File: src/mots_pkg.sv
// ----------------------------------------------------------------------------
// mots_pkg
// Shared types and constants of the one-shot timer scheduler: channel count,
// compare constants, item kinds, control state and the minimum-search token.
// ----------------------------------------------------------------------------
package mots_pkg;

   localparam int NUM_CHANNELS = 8;
   localparam int CNT_W        = 32;
   localparam int CMP_W        = 16;
   localparam int CHAN_W       = 3;
   localparam int MASK_W       = 8;
   localparam int WALK_W       = $clog2(NUM_CHANNELS + 1);

   localparam logic [CMP_W-1:0] CMP_RESET = 16'd18432;
   localparam logic [CMP_W-1:0] CMP_LIMIT = 16'hFFFF;

   // item kinds carried on tuser
   localparam logic [1:0] FUNC_SET     = 2'd0;
   localparam logic [1:0] FUNC_STOP    = 2'd1;
   localparam logic [1:0] FUNC_MATCH   = 2'd2;
   localparam logic [1:0] FUNC_COLLECT = 2'd3;

   typedef enum logic [1:0] {
      ST_IDLE,
      ST_WALK,
      ST_EMIT
   } state_type;

   // running minimum handed from cell to cell
   typedef struct packed {
      logic             active;
      logic [CMP_W-1:0] best;
   } token_type;

   // broadcast command to every cell
   typedef struct packed {
      logic             load;
      logic             update;
      logic             clear_done;
      logic [CNT_W-1:0] count;
      logic [CMP_W-1:0] elapsed;
   } cell_cmd_type;

endpackage

File: src/mots_cell.sv
// ----------------------------------------------------------------------------
// mots_cell
// One channel of the scheduler: countdown, pending mark and completion flag,
// plus one stage of the systolic minimum search over the countdowns.
// ----------------------------------------------------------------------------
module mots_cell
   import mots_pkg::*;
(
   input  logic         clock,
   input  logic         reset,
   input  cell_cmd_type cmd,
   input  logic         sel,
   input  token_type    token_prev,
   output token_type    token_next,
   output logic         expire,
   output logic         done
);

   logic [CNT_W-1:0] remaining_ff, remaining_in;
   logic             pending_ff, pending_in;
   logic             done_ff, done_in;
   token_type        token_ff, token_in;
   logic [CNT_W-1:0] elapsed_ext;
   logic             counting;

   assign elapsed_ext = {{(CNT_W-CMP_W){1'b0}}, cmd.elapsed};
   assign counting    = (remaining_ff != '0) && !pending_ff;
   assign expire      = counting && (remaining_ff <= elapsed_ext);

   always_comb begin
      remaining_in = remaining_ff;
      pending_in   = pending_ff;
      done_in      = done_ff;
      if (cmd.load && sel) begin
         remaining_in = cmd.count;
         pending_in   = 1'b1;
      end
      if (cmd.update) begin
         if (expire) begin
            remaining_in = '0;
            done_in      = 1'b1;
         end else if (counting) begin
            remaining_in = remaining_ff - elapsed_ext;
         end
         pending_in = 1'b0;
      end
      if (cmd.clear_done) begin
         done_in = 1'b0;
      end
   end

   // keep the smaller of the incoming minimum and this countdown, if the countdown is nonzero and fits in CMP_W bits
   always_comb begin
      token_in = token_prev;
      if ((remaining_ff != '0) && (remaining_ff[CNT_W-1:CMP_W] == '0) &&
          (remaining_ff[CMP_W-1:0] < token_prev.best)) begin
         token_in.active = 1'b1;
         token_in.best   = remaining_ff[CMP_W-1:0];
      end
   end

   always_ff @(posedge clock) begin
      if (reset) begin
         remaining_ff <= '0;
         pending_ff   <= 1'b0;
         done_ff      <= 1'b0;
      end else begin
         remaining_ff <= remaining_in;
         pending_ff   <= pending_in;
         done_ff      <= done_in;
      end
   end

   always_ff @(posedge clock) begin
      token_ff <= token_in;
   end

   assign token_next = token_ff;
   assign done       = done_ff;

endmodule

File: src/multichannel_oneshot_timer_scheduler_core.sv
// ----------------------------------------------------------------------------
// multichannel_oneshot_timer_scheduler_core
// Per-channel one-shot countdowns sharing one 16-bit compare timer, kept in a
// row of channel cells with a minimum search passed along the row.
//
//   channel  direction  tuser        tdata (low bit up)
//   req_     in         func[1:0]    channel[2:0] cycle_count[34:3]
//                                    elapsed_ticks[50:35], zero pad to 56
//   rsp_     out        -            stop_mask[7:0] compare_value[23:8]
//                                    timer_active[24] complete_mask[32:25],
//                                    zero pad to 40
//
// A set or collect word goes from accept through EMIT into the output register;
// an update first waits in WALK while the minimum search walks the cell row one
// cell a cycle, then goes through EMIT. One word is in flight at a time; a new
// word is accepted as soon as the previous result sits in the output register.
// Synchronous active-high reset clears all countdowns, marks and flags and
// loads the compare value 18432. A stalled result holds the block in EMIT.
// ----------------------------------------------------------------------------
module multichannel_oneshot_timer_scheduler_core
   import mots_pkg::*;
(
   input  logic        clock,
   input  logic        reset,
   input  logic        req_tvalid,
   output logic        req_tready,
   input  logic [55:0] req_tdata,   // channel, cycle_count, elapsed_ticks, pad
   input  logic [1:0]  req_tuser,   // func
   output logic        rsp_tvalid,
   input  logic        rsp_tready,
   output logic [39:0] rsp_tdata    // stop_mask, compare_value, timer_active,
                                    // complete_mask, pad
);

   state_type             state_ff, state_in;
   logic [WALK_W-1:0]     walk_ff, walk_in;
   logic [CMP_W-1:0]      compare_ff, compare_in;
   logic [MASK_W-1:0]     hold_stop_ff, hold_stop_in;
   logic [MASK_W-1:0]     hold_complete_ff, hold_complete_in;
   logic                  hold_active_ff, hold_active_in;
   logic                  rsp_valid_ff, rsp_valid_in;
   logic [39:0]           rsp_data_ff, rsp_data_in;

   logic [CHAN_W-1:0]     req_channel;
   logic [CNT_W-1:0]      req_count;
   logic [CMP_W-1:0]      req_elapsed;
   logic                  accept;
   cell_cmd_type          cmd;
   logic [NUM_CHANNELS-1:0] sel_vec;
   logic [NUM_CHANNELS-1:0] expire_vec;
   logic [NUM_CHANNELS-1:0] done_vec;
   logic [NUM_CHANNELS+MASK_W-1:0] expire_pad;
   logic [NUM_CHANNELS+MASK_W-1:0] done_pad;
   token_type             token_w [NUM_CHANNELS+1];

   assign req_channel = req_tdata[2:0];
   assign req_count   = req_tdata[34:3];
   assign req_elapsed = req_tdata[50:35];

   assign req_tready = (state_ff == ST_IDLE);
   assign accept     = req_tvalid && req_tready;

   assign expire_pad = {{MASK_W{1'b0}}, expire_vec};
   assign done_pad   = {{MASK_W{1'b0}}, done_vec};

   assign token_w[0].active = 1'b0;
   assign token_w[0].best   = CMP_LIMIT;

   always_comb begin
      for (int i = 0; i < NUM_CHANNELS; i++) begin
         sel_vec[i] = ({{(32-CHAN_W){1'b0}}, req_channel} == 32'(i));
      end
   end

   for (genvar g = 0; g < NUM_CHANNELS; g++) begin : g_cell
      mots_cell u_cell (
         .clock      (clock),
         .reset      (reset),
         .cmd        (cmd),
         .sel        (sel_vec[g]),
         .token_prev (token_w[g]),
         .token_next (token_w[g+1]),
         .expire     (expire_vec[g]),
         .done       (done_vec[g])
      );
   end

   always_comb begin
      state_in         = state_ff;
      walk_in          = walk_ff;
      compare_in       = compare_ff;
      hold_stop_in     = hold_stop_ff;
      hold_complete_in = hold_complete_ff;
      hold_active_in   = hold_active_ff;
      rsp_valid_in     = rsp_valid_ff;
      rsp_data_in      = rsp_data_ff;

      cmd.load       = 1'b0;
      cmd.update     = 1'b0;
      cmd.clear_done = 1'b0;
      cmd.count      = req_count;
      cmd.elapsed    = (req_tuser == FUNC_MATCH) ? compare_ff : req_elapsed;

      if (rsp_valid_ff && rsp_tready) begin
         rsp_valid_in = 1'b0;
      end

      case (state_ff)
         ST_IDLE: begin
            if (accept) begin
               hold_stop_in     = '0;
               hold_complete_in = '0;
               hold_active_in   = 1'b0;
               walk_in          = '0;
               case (req_tuser)
                  FUNC_SET: begin
                     cmd.load = 1'b1;
                     state_in = ST_EMIT;
                  end
                  FUNC_COLLECT: begin
                     cmd.clear_done   = 1'b1;
                     hold_complete_in = done_pad[MASK_W-1:0];
                     state_in         = ST_EMIT;
                  end
                  FUNC_STOP, FUNC_MATCH: begin
                     cmd.update   = 1'b1;
                     hold_stop_in = expire_pad[MASK_W-1:0];
                     state_in     = ST_WALK;
                  end
                  default: begin
                     state_in = ST_EMIT;
                  end
               endcase
            end
         end
         ST_WALK: begin
            // wait for the minimum to reach the end of the row
            if (walk_ff == WALK_W'(NUM_CHANNELS)) begin
               hold_active_in = token_w[NUM_CHANNELS].active;
               if (token_w[NUM_CHANNELS].active) begin
                  compare_in = token_w[NUM_CHANNELS].best;
               end
               state_in = ST_EMIT;
            end else begin
               walk_in = walk_ff + 1'b1;
            end
         end
         ST_EMIT: begin
            if (!rsp_valid_ff || rsp_tready) begin
               rsp_valid_in = 1'b1;
               rsp_data_in  = {7'd0, hold_complete_ff, hold_active_ff,
                               compare_ff, hold_stop_ff};
               state_in     = ST_IDLE;
            end
         end
         default: begin
            state_in = ST_IDLE;
         end
      endcase
   end

   always_ff @(posedge clock) begin
      if (reset) begin
         state_ff     <= ST_IDLE;
         walk_ff      <= '0;
         compare_ff   <= CMP_RESET;
         rsp_valid_ff <= 1'b0;
      end else begin
         state_ff     <= state_in;
         walk_ff      <= walk_in;
         compare_ff   <= compare_in;
         rsp_valid_ff <= rsp_valid_in;
      end
   end

   always_ff @(posedge clock) begin
      hold_stop_ff     <= hold_stop_in;
      hold_complete_ff <= hold_complete_in;
      hold_active_ff   <= hold_active_in;
      rsp_data_ff      <= rsp_data_in;
   end

   assign rsp_tvalid = rsp_valid_ff;
   assign rsp_tdata  = rsp_data_ff;

endmodule
File: config.mk
export PLATFORM = sky130hd
export DESIGN_NAME = multichannel_oneshot_timer_scheduler_core
export DESIGN_NICKNAME = d
export VERILOG_FILES = /design/src/mots_pkg.sv /design/src/mots_cell.sv /design/src/multichannel_oneshot_timer_scheduler_core.sv
export SDC_FILE = /design/constraint.sdc
export NUM_CORES = 2
export LEC_CHECK = 0
export ABC_AREA = 1
export BUFFER_PORTS_ARGS = -buffer_cell sky130_fd_sc_hd__buf_2
export CAP_MARGIN = 20
export CORE_UTILIZATION = 25
export CTS_BUF_LIST = sky130_fd_sc_hd__clkbuf_4
export CTS_CLUSTER_SIZE = 30
export DETAILED_ROUTE_END_ITERATION = 8
export HOLD_SLACK_MARGIN = 0.15
export PLACE_DENSITY = 0.43
export SYNTH_ARGS = -nofsm -noshare
export SYNTH_HDL_FRONTEND = slang
export SYNTH_SLANG_ARGS = --single-unit
File: constraint.sdc
create_clock -name clock -period 4.3 [get_ports clock]
set_clock_uncertainty 0.2 [all_clocks]
set_input_delay 0 -clock clock [delete_from_list [all_inputs] [get_ports clock]]
set_output_delay 0 -clock clock [all_outputs]
set_load 0.01 [all_outputs]
# Word-level counts from Yosys, hierarchy flattened
# Cells that the tools add are included.
[classes]
order_cmp = 16
eq_ne = 17
n_reduce_logical = 90
mul = 0
add_sub_neg = 9
div = 0
shift = 0
n_mux = 60
bitwise_logic = 0
[op_table]
columns = ["cell", "count"]
rows = [
  ["two-way mux 32 bit", 32],
  ["less-or-equal comparator 32 x 16 -> 1 bit", 8],
  ["nonzero test 32 bit", 8],
  ["subtractor 32 x 16 -> 32 bit", 8],
  ["zero test 16 bit", 8],
  ["two-way mux 16 bit", 8],
  ["less-than comparator 16 bit", 7],
  ["logical AND 1 bit", 42],
  ["AND reduction 2 bit", 10],
  ["two-way mux 17 bit", 1],
  ["less-than comparator 16 bit (second input constant)", 1],
  ["equality test 3 bit (second input constant)", 4],
  ["AND reduction 3 bit", 4],
  ["zero test 1 bit", 9],
  ["two-way mux 1 bit", 8],
  ["two-way mux 4 bit", 2],
  ["one-hot mux 4 bit (2 select lines)", 1],
  ["OR reduction 2 bit", 4],
  ["equality test 2 bit (second input constant)", 3],
  ["equality test 3 x 2 -> 1 bit (second input constant)", 2],
  ["two-way mux 2 bit", 3],
  ["two-way mux 3 bit", 2],
  ["inequality test 2 bit (second input constant)", 3],
  ["one-hot mux 2 bit (3 select lines)", 1],
  ["other kinds (11)", 13],
]
[totals]
memories = 0
mem_bits_ro = 0
elab_cells = 240
ram_bits = 0
latch_bits = 0
output_inout_bits = 42
ff_bits = 481

# Logic depth before layout (Yosys ltp)
[depth]
depth_word = 10
depth_mapped = 26
ltp_nobuf = 23

# Hierarchy
# From an unflattened synthesis, not the netlist that was laid out.
[hier_totals]
cells_unflattened = 6875
hier_area_um2 = 40697.8
[modules_own_cells]
columns = ["module", "area_each_um2", "n_inst", "cells_each"]
rows = [
  ["mots_cell at g_cell[4].u_cell ...", 4705.8, 4, 836],
  ["mots_cell at g_cell[1].u_cell ...", 4693.3, 3, 812],
  ["mots_cell at g_cell[0].u_cell", 4664.5, 1, 808],
  ["multichannel_oneshot_timer_scheduler_core", 3130.5, 1, 287],
]

# Worst setup path before layout
# No wires, ideal clock.
[synth_path]
path_kind = "input port to flip-flop"
start = "in req_tuser[0]"
end = "reg g_cell[2].u_cell.remaining_ff[21]"
path_slack_ns = 1.468
setup_time_ns = 0.112
t_required_ns = 3.988
t_arrival_ns = 2.519
cell_stages = 24
path_cell_list = "inv_1 > ha_1 > inv_2 > buf_6 > buf_8 > nand2_1 > nand2_1 > ha_1 > inv_1 > ha_1 > or2_2 > nand2_1 > nand2_1 > nand2_1 > nand2_1 > nand2_1 > nand2_2 > nand2_2 > nand2_4 > nand2_2 > buf_6 > nor2_1 > nand2_1 > nand2_1"
[synth_via]
elab_chain_len = 9
[synth_rtl]
columns = ["item", "line", "text"]
rows = [
  ["start: declaration", "multichannel_oneshot_timer_scheduler_core.sv:28", "input logic [1:0] req_tuser,"],
  ["parallel branches: the longest is 8 deep, another holds subtractor 32 x 16 -> 32 bit", "-", ""],
  ["two-way mux 32 bit *", "mots_cell.sv:38", "if (cmd.update) begin"],
  ["end signal: assignment", "mots_cell.sv:68", "remaining_ff <= remaining_in;"],
  ["end: declaration", "mots_cell.sv:19", "logic [CNT_W-1:0] remaining_ff, remaining_in;"],
]
# Mark *: on every way between the ends.
# A chain may end at the register's enable or synchronous reset.

# Final worst setup path
[layout_path]
start = "in req_tdata[45]"
end = "reg g_cell[5].u_cell.remaining_ff[27]"
[layout_via]
elab_chain_len = 5
[layout_rtl]
columns = ["item", "line", "text"]
rows = [
  ["start: declaration", "multichannel_oneshot_timer_scheduler_core.sv:27", "input logic [55:0] req_tdata,"],
  ["two-way mux 16 bit *", "multichannel_oneshot_timer_scheduler_core.sv:102", "cmd.elapsed = (req_tuser == FUNC_MATCH) ? compare_ff : req_elapsed;"],
  ["subtractor 32 x 16 -> 32 bit or less-or-equal comparator 32 x 16 -> 1 bit (tied branches)", "mots_cell.sv:43, mots_cell.sv:28", ""],
  ["two-way mux 32 bit or logical AND 1 bit (tied branches)", "mots_cell.sv:42, mots_cell.sv:28", ""],
  ["two-way mux 32 bit *", "mots_cell.sv:39", "if (expire) begin"],
  ["two-way mux 32 bit *", "mots_cell.sv:38", ""],
  ["end signal: assignment", "mots_cell.sv:68", ""],
  ["end: declaration", "mots_cell.sv:19", ""],
]
# Every way passes the cells marked *; elsewhere a longest branch is shown, timed or not.

==> results by group <==
Run status
  • Status: finished, final reports clean

Global route
  • Pin count of the biggest net entering global routing: between 70 and 80
  • First-pass GRT wire length: roughly 270000 um
  • Initial antenna violation count: 24
  • Global Route Usage Sum: a little under a quarter
  • Vias in the first global route: just over 40000
  • Total gr overflow: 0

Synth
  • Share of the synthesized area in the top cell type: about a quarter
  • Synthesized flop and latch total: just under 500
  • Synth Cell Area: roughly 38000 um2
  • Cell taking the most area after synthesis: nand2_1
  • Count leader, synth: nand2_1
  • Asr flop ratio synth: 0%
  • Commonest cells post-synth: nand2_1, inv_1, nor2_1, o21ai_0, dfxtp_1
  • Top cells by area, synth: nand2_1, dfxtp_1, inv_1, nor2_1, o21ai_0
  • Ys flop type: dfxtp_1
  • Average cell area after synthesis: 5.65 um2
  • EDFF count, synth: 50
  • Distinct cells, synth: 52
  • Yosys Warn Count: 0
  • Sequential element share of the synthesized area: between 20% and 30%
  • Post-synthesis instance total: approximately 6600

Floorplan
  • Starting Density: roughly a quarter
  • Die height: 390 um
  • Cell Rows: between 100 and 150
  • Die ar.: approximately 150000 um2
  • Core ar.: about 150000 um2
  • I/O pins: about 100
  • Die W: slightly below 400 um

Critical path
  • Crit path cell chain: dlygate4sd3_1 -> dlygate4sd3_1 -> buf_2 -> dlygate4sd3_1 -> nand2_2 -> nand2_8 -> nand2_1 -> nand2_2 -> nand2_1 -> o21ai_0 -> dlygate4sd3_1 -> inv_1 -> nand3_2 -> nand2_2 -> nand2_1 -> dlygate4sd3_1 -> nand2_1 -> nand3_1 -> dlygate4sd3_1 -> nand2_1 -> nand2_1
  • Crit-path max cell delay: about 0.63 ns
  • Max FO, Critical Path: 12
  • Critical Path AT: between 4 and 5 ns
  • Slowest CP cell: dlygate4sd3_1
  • Critical path endpoint category: flip-flop
  • Req. time, crit path: ~5 ns
  • Critical Path Start Type: input pin
  • Crit Path Category: input pin to flip-flop

CTS
  • CTS root buf: clkbuf_4
  • Clock tree from TritonCTS: yes
  • CTS clock-pin slew for the worst setup and hold paths: approximately 0.070 ns
  • Num CTS Buffers: 157
  • H-Tree Depth: 4
  • CTS Sinks: slightly below 500
  • Clk_lat worst skew: between 1 and 1.5 ns
  • CTS Buffer Depth: 3

Timing
  • TNS Setup: 0 ns
  • Final period util: 96.0%
  • RSZ-0062 raised after global routing: false
  • Fmax: roughly 240 MHz
  • Final setup viols: 0
  • Final hold violation count: 0
  • Slew Limit Fails: 0
  • Final setup margin: approximately 0.17 ns
  • Fin crit period: around 4.1 ns
  • Least-Margin Pin Slew: 1.15 ns
  • Max_slew headroom: 22.9%

Detailed routing
  • WL final: approximately 180000 um
  • First drt pass iteration count: 6
  • Via/cell ratio: between 4 and 5
  • DRC: 0
  • Initial drt markers: roughly 4200
  • Routed len/inst: between 20 and 25 um
  • Vias: 43786
  • Final ANT Viol Nets: 0

Layout
  • Final Non-Filler Cells: 9153
  • Layout cells sized above 1: 8.28%
  • NumNets Final: between 7000 and 8000
  • Area growth from synthesis to layout: 19.2%
  • Finished Cell Area: approximately 45000 um2

Placed design
  • Place WS: 0.212 ns
  • Placed Area: roughly 41000 um2
  • Placed cells: a little under 9000
  • I/O Buffers: 91
  • DP Wirelength: 136000 um
  • Placer Congestion: 0.976

Flow run
  • Max_cap viols: 0

Worst hold path
  • Min-delay worst type: flip-flop to flip-flop

Pwr
  • Leak: roughly 24 nW
  • Maximum vdd drop: slightly above 0.6 mV
  • Power density over the cells: ~960 nW/um2
area by class of cell:
| cell class | instances | area, um2 |
|---|---|---|
| fill | 16953 | 104000 |
| multi-input combinational | 5083 | 23300 |
| sequential | 481 | 10100 |
| timing repair buffer | 402 | 3470 |
| inverter | 890 | 3350 |
| tap | 2002 | 2500 |
| clock buffer | 226 | 1700 |
| clock inverter | 55 | 292 |
| antenna | 14 | 35.0 |
state kept, by name, indices dropped and copies added, names as in the netlist:
| register | count |
|---|---|
| hold_active_ff | 1 |
| g_cell.u_cell.pending_ff | 8 |
| state_ff | 2 |
| hold_stop_ff | 8 |
| g_cell.u_cell.done | 8 |
| compare_ff | 16 |
| hold_complete_ff | 8 |
| rsp_tdata | 33 |
| g_cell.u_cell.remaining_ff | 256 |
| rsp_tvalid | 1 |
| g_cell.u_cell.token_next | 136 |
| walk_ff | 4 |
final timing paths:
kind / slack [ns] / to / cells past startpoint / from
worst max-delay path: 0.17 / g_cell[5].u_cell.remaining_ff[27]$_SDFF_PP0_ / 21 / req_tdata[45]
worst min-delay path: 0.17 / rsp_tdata[31]$_DFFE_PP_ / 0 / hold_complete_ff[6]$_SDFFCE_PP0P_
worst max register to register: 0.20 / g_cell[6].u_cell.remaining_ff[0]$_SDFF_PP0_ / 19 / compare_ff[10]$_SDFFE_PP0P_
worst min register to register: 0.17 / rsp_tdata[31]$_DFFE_PP_ / 0 / hold_complete_ff[6]$_SDFFCE_PP0P_
where the power goes:
| part | total [mW] | internal (mW) | switching, mW |
|---|---|---|---|
| Sequential | 7.98 | 6.32 | 1.66 |
| Combinational | 30.0 | 9.74 | 20.3 |
| Clock | 4.94 | 2.49 | 2.45 |
| Total | 42.9 | 18.5 | 24.4 |
cell families (layout without fill, tap and decap cells):
logic type,count (synthesis),in the layout,synth area share (%)
AND/OR/NAND/NOR,3933,3933,42.7
buffers and inverters,1087,1573,11.5
AO/OA/AOI/OAI,987,987,13.8
flip-flops,481,481,27.0
adder cells (fa/ha/maj),134,134,4.46
XOR/XNOR,20,20,0.466
multiplexers,2,2,0.0533
other,1,21,0.00998
stage by stage:
stage / util, % / hold WS (ns) / power [mW]
6_report: 30.2 / 0.168 / 42.9
5_1_grt: 30.2 / 0.199 / 47.6
4_1_cts: 30.1 / 0.156 / 42.9
3_5_place_dp: 27.3 / 0.127 / 37.1
3_3_place_gp: 27.3 / 0.114 / 37.1
2_1_floorplan: - / -0.0193 / 28.0
critical path: cells and delay by family:
| kind | cells | cell delay [ns] |
|---|---|---|
| AO/OA/AOI/OAI | 1 | 0.10 |
| buffers and inverters | 8 | 3.71 |
| AND/OR/NAND/NOR | 12 | 1.13 |
per-layer routing:
layer | GRT usage (%) | vias up | wire length, um
li1 | - | 21860 | -
met1 | 32.7 | 20180 | 84000
met2 | 37.1 | 1450 | 79600
met3 | 3.32 | 294 | 12800
met4 | 9.71 | 2 | 7440
met5 | 0 | - | 13
cell usage in the layout (no fill, tap or decap), drive strengths merged, types with 27 or more instances in the layout:
cell	count
a21oi	233
buf	198
clkbuf	227
clkinv	50
dfxtp	431
dlygate4sd3	203
edfxtp	50
ha	134
inv	890
nand2	2524
nand3	382
nand3b	33
nand4	72
nor2	823
nor3	48
nor4	27
o21ai	637
o22ai	42
repair_timing:
| action | in CTS | in global routing |
|---|---|---|
| endpoints found under the hold margin | 361 | 0 |
| hold buffers | 208 | 0 |
| setup buffers | 0 | 1 |
| resized for setup | 0 | 12 |
| endpoints found under the setup margin | 0 | 42 |
No activity file was read; power rests on OpenSTA's default activity.
